--- config.mk ---
export PLATFORM = sky130hd
export DESIGN_NAME = rnm_cell
export DESIGN_NICKNAME = d
export VERILOG_FILES = /design/src/rtl/core/rnm_pkg.sv /design/src/rtl/core/rnm_cell.sv
export SDC_FILE = /design/constraint.sdc
export NUM_CORES = 1
export LEC_CHECK = 0
export ABC_AREA = 0
export BUFFER_PORTS_ARGS = -buffer_cell sky130_fd_sc_hd__buf_2
export CAP_MARGIN = 40
export CORE_ASPECT_RATIO = 0.7
export CORE_MARGIN = 2
export CORE_UTILIZATION = 42
export CTS_CLUSTER_DIAMETER = 40
export DETAILED_ROUTE_END_ITERATION = 8
export GPL_ROUTABILITY_DRIVEN = 1
export PLACE_DENSITY = 0.8
export SLEW_MARGIN = 20
export SYNTH_ARGS = -nofsm -noshare
export SYNTH_HDL_FRONTEND = slang
export SYNTH_SLANG_ARGS = --single-unit
--- constraint.sdc ---
create_clock -name clk -period 2.3 [get_ports clk]
set_input_delay 0.46 -clock clk [delete_from_list [all_inputs] [get_ports clk]]
set_output_delay 0.46 -clock clk [all_outputs]
set_load 0.1 [all_outputs]
--- src/rtl/core/rnm_pkg.sv ---
// Types and constants of the NFA line matcher.
// No dependencies.
package rnm_pkg;

	typedef enum logic [1:0] {
		ACT_APPEND = 2'd0,
		ACT_BUILD  = 2'd1,
		ACT_TEXT   = 2'd2,
		ACT_EOL    = 2'd3
	} action_t;

	typedef enum logic [2:0] {
		ST_IDLE,
		ST_SCAN,
		ST_CHECK,
		ST_CLOSE,
		ST_DONE
	} state_t;

	localparam logic KIND_STATUS  = 1'b0;
	localparam logic KIND_VERDICT = 1'b1;

	localparam logic [7:0] CH_LPAREN = 8'h28;
	localparam logic [7:0] CH_RPAREN = 8'h29;
	localparam logic [7:0] CH_STAR   = 8'h2A;
	localparam logic [7:0] CH_DOT    = 8'h2E;
	localparam logic [7:0] CH_BAR    = 8'h7C;

	localparam int NUM_LINKS = 5;

	typedef struct packed {
		logic       load_char;
		logic       rotate;
		logic       clear_row;
		logic       add_links;
		logic       close_step;
		logic [7:0] char_in;
	} cell_ctrl_t;

endpackage

--- src/rtl/core/rnm_cell.sv ---
// One NFA state cell: pattern byte and epsilon/closure row, ring-linked to its neighbor.
// Depends on rnm_pkg.
module rnm_cell #(
	parameter int N  = 33,
	parameter int SW = 6,
	parameter int P  = 0
) (
	input  logic                clk,
	input  rnm_pkg::cell_ctrl_t ctrl,
	input  logic [SW-1:0]       wr_idx,
	input  logic [7:0]          symbol,
	input  logic [7:0]          char_next,
	input  logic [N-1:0]        row_next,
	input  logic [N-1:0]        bcast,
	input  logic [SW-1:0]       k,
	input  logic [SW-1:0]       link_from [rnm_pkg::NUM_LINKS],
	input  logic [SW-1:0]       link_to   [rnm_pkg::NUM_LINKS],
	input  logic [rnm_pkg::NUM_LINKS-1:0] link_en,
	output logic [7:0]          char_out,
	output logic [N-1:0]        row_out,
	output logic [N-1:0]        upd_out,
	output logic                hit
);
	import rnm_pkg::*;

	logic [7:0]   char_q;
	logic [N-1:0] row_q;
	logic [N-1:0] link_mask;

	always_comb begin
		link_mask = '0;
		for (int l = 0; l < NUM_LINKS; l++) begin
			if (link_en[l] && link_from[l] == SW'(P))
				link_mask[link_to[l]] = 1'b1;
		end
	end

	assign upd_out  = row_q | (row_q[k] ? bcast : '0);
	assign char_out = char_q;
	assign row_out  = row_q;
	assign hit      = (char_q == symbol) || (char_q == CH_DOT);

	always_ff @(posedge clk) begin
		if (ctrl.load_char && wr_idx == SW'(P))
			char_q <= ctrl.char_in;
		else if (ctrl.rotate)
			char_q <= char_next;
	end

	always_ff @(posedge clk) begin
		if (ctrl.clear_row)
			row_q <= {{(N-1){1'b0}}, 1'b1} << P;
		else if (ctrl.add_links)
			row_q <= row_q | link_mask;
		else if (ctrl.close_step)
			row_q <= row_next;
	end

endmodule

; Word-level counts from Yosys, hierarchy flattened
; Index checks and enable logic that the tools add are counted.
[totals]
register_bits = 41
input_bits = 173
out_inout_bits = 75
word_cells = 63
[op_classes]
magnitude_cmp = 11
n_reduce_logical = 20
bitwise_logic = 6
eq_ne = 2
muxes = 22
[op_table]
columns = op, count
row1 = 33-bit 2-to-1 mux, 8
row2 = 33-bit bitwise OR, 6
row3 = 6-bit by 7-bit less-than comparator with 1-bit output (second input constant), 6
row4 = 6-bit zero test, 6
row5 = 1-bit demux with 6-bit select, 5
row6 = 6-bit by 1-bit greater-or-equal comparator with 1-bit output (second input constant), 5
row7 = 8-bit 2-to-1 mux, 2
row8 = 1-bit logical AND, 11
row9 = 8-bit by 6-bit == test with 1-bit output (second input constant), 1
row10 = 8-bit == test, 1
row11 = 1-bit binary-select mux with 6-bit select, 1
row12 = 1-bit 2-to-1 mux, 6
row13 = 2-bit nonzero test, 2
row14 = 1-bit logical OR, 1

; Longest topological paths before layout
[depth]
word_depth = 15
mapped_depth = 8
ltp_nobuf = 5

; Least setup slack after synthesis
; No wires, ideal clock.
[synth_timing]
path_type = reg2out
from = reg row_q[19] (netlist: row_out[19])
to = out upd_out[4]
n_path_buf = 0
t_required_ns = 1.840
path_slack_ns = -1.861
t_arrival_ns = 3.701
stages_incl_launch_ff = 6
path_cell_list = dfxtp_1 > mux2i_1 > a311o_1 > nor4b_2 > nor2_2 > a31oi_1
[synth_between]
elab_chain_len = 4
[synth_rtl]
columns = element, line
row1 = "start, declared", rnm_cell.sv:27  ; logic [N-1:0] row_q;
row2 = "start signal, assigned", rnm_cell.sv:52  ; row_q <= {{(N-1){1'b0}}, 1'b1} << P;
row3 = "start signal, assigned", rnm_cell.sv:54  ; row_q <= row_q | link_mask;
row4 = "start signal, assigned", rnm_cell.sv:56  ; row_q <= row_next;
row5 = 1-bit binary-select mux with 6-bit select, rnm_cell.sv:38  ; assign upd_out = row_q | (row_q[k] ? bcast : '0);
row6 = 1-bit 2-to-1 mux (implied by the code), rnm_cell.sv:38
row7 = 33-bit 2-to-1 mux, rnm_cell.sv:38
row8 = 33-bit bitwise OR, rnm_cell.sv:38
row9 = "end, declared", rnm_cell.sv:21  ; output logic [N-1:0] upd_out,
; Every way passes these cells. The select of a mux whose other input is x is not followed.

; Worst setup path after layout
[layout_timing]
from = in k[0]
to = out upd_out[0]
[layout_between]
elab_chain_len = 4
[layout_rtl]
columns = element, line
row1 = "start, declared", rnm_cell.sv:15  ; input logic [SW-1:0] k,
row2 = 1-bit binary-select mux with 6-bit select, rnm_cell.sv:38
row3 = 1-bit 2-to-1 mux (implied by the code), rnm_cell.sv:38
row4 = 33-bit 2-to-1 mux, rnm_cell.sv:38
row5 = 33-bit bitwise OR, rnm_cell.sv:38
; Every way passes these cells. The select of a mux whose other input is x is not followed.

==> summary.txt <==
CTS
  – Cts hold-fix bufs: 0
  – Num CTS Buffers: 5
  – Clock buffer depth: 2
  – H-Tree Depth: 2
  – Clock sink count: 41
  – Clk slew on worst S/H paths: ~0.070 ns
  – Latest clock arrival within the worst-skew pair: 0.30 ns
  – Root Driver: clkbuf_16
  – CTS tree: built

Drt
  – Wirelength per Cell: between 20 and 25 µm
  – Post-DRT Antenna Nets: 0
  – Post-route DRC: 0
  – Vias per cell: 6.30
  – Routed wire length: 24200 µm
  – Vias after detailed routing: 6856
  – Iteration-0 DRC count of the detailed router: 932
  – TritonRoute pass-1 iters: 6

Yosys
  – Simple-Gate Fraction of Synth Area: 38.0%
  – Compound-Gate Fraction of Synth Area: ~28%
  – Asr flop ratio synth: 0%
  – Synth Cell Area: 4690 µm²
  – Biggest area consumer among synthesized cells: dfxtp_1
  – Synthesized area per cell: between 7 and 8 µm²
  – Most frequent cell after synthesis: nor2_1
  – Area contributors post-synth: dfxtp_1 (14%), nor2_1 (10%), a31oi_2 (7.5%)
  – Seq cells post-synth: 41
  – Cells after Synth: 622
  – Post-synthesis mux area share: a little under a tenth
  – Top_reg_cell synth: dfxtp_1
  – Syn_nets: 795
  – Post-Synth XOR/XNOR Area: 1.49%
  – Yosys warns: 0
  – Post-synthesis adder-cell area fraction: 0%
  – Netlist cell types: 58
  – Post-synth EDFFs: 8
  – Sequential area share after synthesis: 19.2%
  – Post-synth top cells: nor2_1 (127), nand2_1 (49), dfxtp_1 (33), o22ai_1 (30)
  – Largest family of logic cells by synthesized area: simple AND/OR/NAND/NOR gates
  – Top-area cell type share of the netlist area: 14.1%

Die
  – Chip Width: around 130 µm
  – Core Area: 10900 µm²
  – Initial Util: 42.9%
  – Die height: 92.4 µm
  – Site Rows: 32
  – IO Pins: 248
  – Die area: 12000 µm²

Placed design
  – Port Buffers: 247
  – Worst slack, placed: -0.643 ns
  – HPWL Detailed: 18700 µm
  – Inst Count DP: 1067
  – Final RePlAce weighted congestion: roughly 1.1

STA
  – Clock Skew: 0 ns
  – Final Critical Period: roughly 2.8 ns
  – Fin worst setup slack: -0.502 ns
  – Final Cycle Share: 122%
  – Final Hold Vio Count: 0
  – Worst slew pin tran: 0.723 ns
  – Max Fclk: 0.357 GHz
  – Unrepaired setup endpoints after global routing: yes
  – Setup-failing EPs final: 33
  – Rel. slew slack: 51.8%
  – Slew Limit Fails: 0

Setup path
  – Reg-to-reg endpoint: row_out[24]$_SDFFE_PP0P_
  – Crit-path most repeated cell: buf_12
  – Crit path max fanout: 8
  – Reg2Reg Depth: 6
  – WS Path Type: in -> out
  – CP Launch Type: primary input
  – Critical path launch point: k[0]
  – Critical-path cell list: buf_12, buf_12, mux2i_1, a311o_1, buf_4, nor4_4, nor2_4, buf_4, buf_16, a31oi_4, buf_12
  – Crit path to: upd_out[0]
  – Largest stage delay, worst path: 0.31 ns
  – Worst endpoint required time: approximately 1.8 ns
  – Arr. time, crit path: approximately 2.3 ns
  – R2R Setup Slk: 0.86 ns
  – CP Capture Type: output pin
  – CP max-delay cell: a311o_1
  – R2R Path Start: row_out[24]$_SDFFE_PP0P_

Min path
  – Hold crit path type: in -> reg

Job
  – Max-cap violations: 0

Power and ir drop
  – Pleak: 0.00318 µW
  – Max IR drop VDD: approximately 340 µV
  – P per Cell Area: 507 nW/µm²
  – Total power: about 4000 µW

Layout
  – Nets: approximately 1100
  – Fill cells: between 800 and 900
  – Share of layout cells above drive strength 1: 48.4%
  – Area Growth Syn to Fin: 69.5%
  – Antenna Cells: 0
  – Fin cells: 1089
  – Core Util, Final: 72.7%

Outcome
  – Violated checks: setup timing
  – Status: finished, violations left

Global route
  – Initial antenna violation count: 0
  – Pin count of the biggest net entering global routing: 44
  – Vias in the first global route: 6313
  – First-pass GRT wire length: 35200 µm
  – Gr usage total: roughly two fifths
  – Total grt overflow: 0
-- per-stage QoR --
step / hold WS, ns / setup TNS (ns) / instance area, µm²
2_1_floorplan: 0.621 / -19.67 / 5050
3_3_place_gp: 0.562 / -18.49 / 7470
5_1_grt: 0.469 / -16.77 / 7950
4_1_cts: 0.446 / -15.04 / 7860
6_report: 0.446 / -15.09 / 7950
3_5_place_dp: 0.567 / -20.44 / 7470
-- cell families (layout without fill, tap and decap cells) --
logic type / Yosys count / in the layout
DFF: 41 / 41
AOI/OAI and AO/OA: 161 / 161
muxes: 35 / 35
and+or+nand+nor: 336 / 336
xor gates and xnor gates: 8 / 8
buffers and inverters: 41 / 355
-- sequential cells by signal (all words and copies together), names as in the netlist --
| signal | count |
|---|---|
| char_out | 8 |
| row_out | 33 |
-- worst max-delay path: cells and delay by family --
kind | cells | cell delay [ns]
buffers and inverters | 6 | 0.95
AO/OA/AOI/OAI | 2 | 0.52
multiplexers | 1 | 0.11
AND/OR/NAND/NOR | 2 | 0.28
-- report_power, final --
group | internal [µW] | total (µW) | leakage (µW) | switching (µW)
clock network | 399 | 723 | 0.0000696 | 324
logic | 845 | 2450 | 0.00275 | 1610
registers | 798 | 849 | 0.000362 | 51.1
total | 2040 | 4030 | 0.00318 | 1980
-- cell type report --
class                   count  area (µm²)  share of cell area, %
clock buffers               5         125                   1.57
clock inverters             3        17.5                  0.220
multi-input cells         540        3980                   50.1
inverters                   5        18.8                  0.236
repair buffers            342        2670                   33.6
well taps                 153         191                   2.41
flip-flops and latches     41         943                   11.9
-- cells in the final DEF, fill, tap and decap left out, types with 5 or more instances in the layout --
master     netlist  final
nand2b_1        10     10
edfxtp_1         8      8
nand3_1         17     17
nor3b_1          7      7
nor3_1          28     27
a22oi_1          5      5
mux2_2           9      9
nor4b_1          9      8
o22ai_1         30     30
buf_2            1    211
mux2i_1         22     20
o21ai_0         11     10
a211oi_1         7      6
dfxtp_2          0     31
nand3b_1        12     12
nor4_1          14     13
clkbuf_16        0      6
o221ai_1        11     11
xnor2_1          8      8
nor2_1         127    126
buf_12           1     42
nor2b_1         15     15
nand2_1         49     48
a21oi_1         20     20
buf_4            3     81
a31oi_4          2     32
a221oi_1        13     13
nor4b_2          8      6
o31ai_1         15     15
nand4_1         15     15
-- worst min path at each step --
stage,startpoint,endpoint,slack [ns],depth (start not counted)
2_1_floorplan,link_to[26],row_out[31]$_SDFFE_PP0P_,0.62,2
3_3_place_gp,row_out[11]$_SDFFE_PP0P_,row_out[11]$_SDFFE_PP0P_,0.56,3
3_5_place_dp,row_out[11]$_SDFFE_PP0P_,row_out[11]$_SDFFE_PP0P_,0.57,3
4_1_cts,link_to[23],row_out[32]$_SDFFE_PP0P_,0.45,3
5_1_grt,link_to[23],row_out[32]$_SDFFE_PP0P_,0.47,3
6_report,link_to[23],row_out[32]$_SDFFE_PP0P_,0.45,3
-- layer usage --
metal	global-route usage, %	wire length [µm]
met1	52.3	9320
met2	58.2	10300
met3	15.6	3790
met4	10.1	754
met5	0	0
-- timing repair --
action                     in CTS  in global routing
setup endpoints to repair      33                 34
cloned                          4                  1
setup buffers                   6                  3
pin swaps                      13                 10
resized for setup              22                 10
Note: power is estimated with default switching activity, not from simulation.
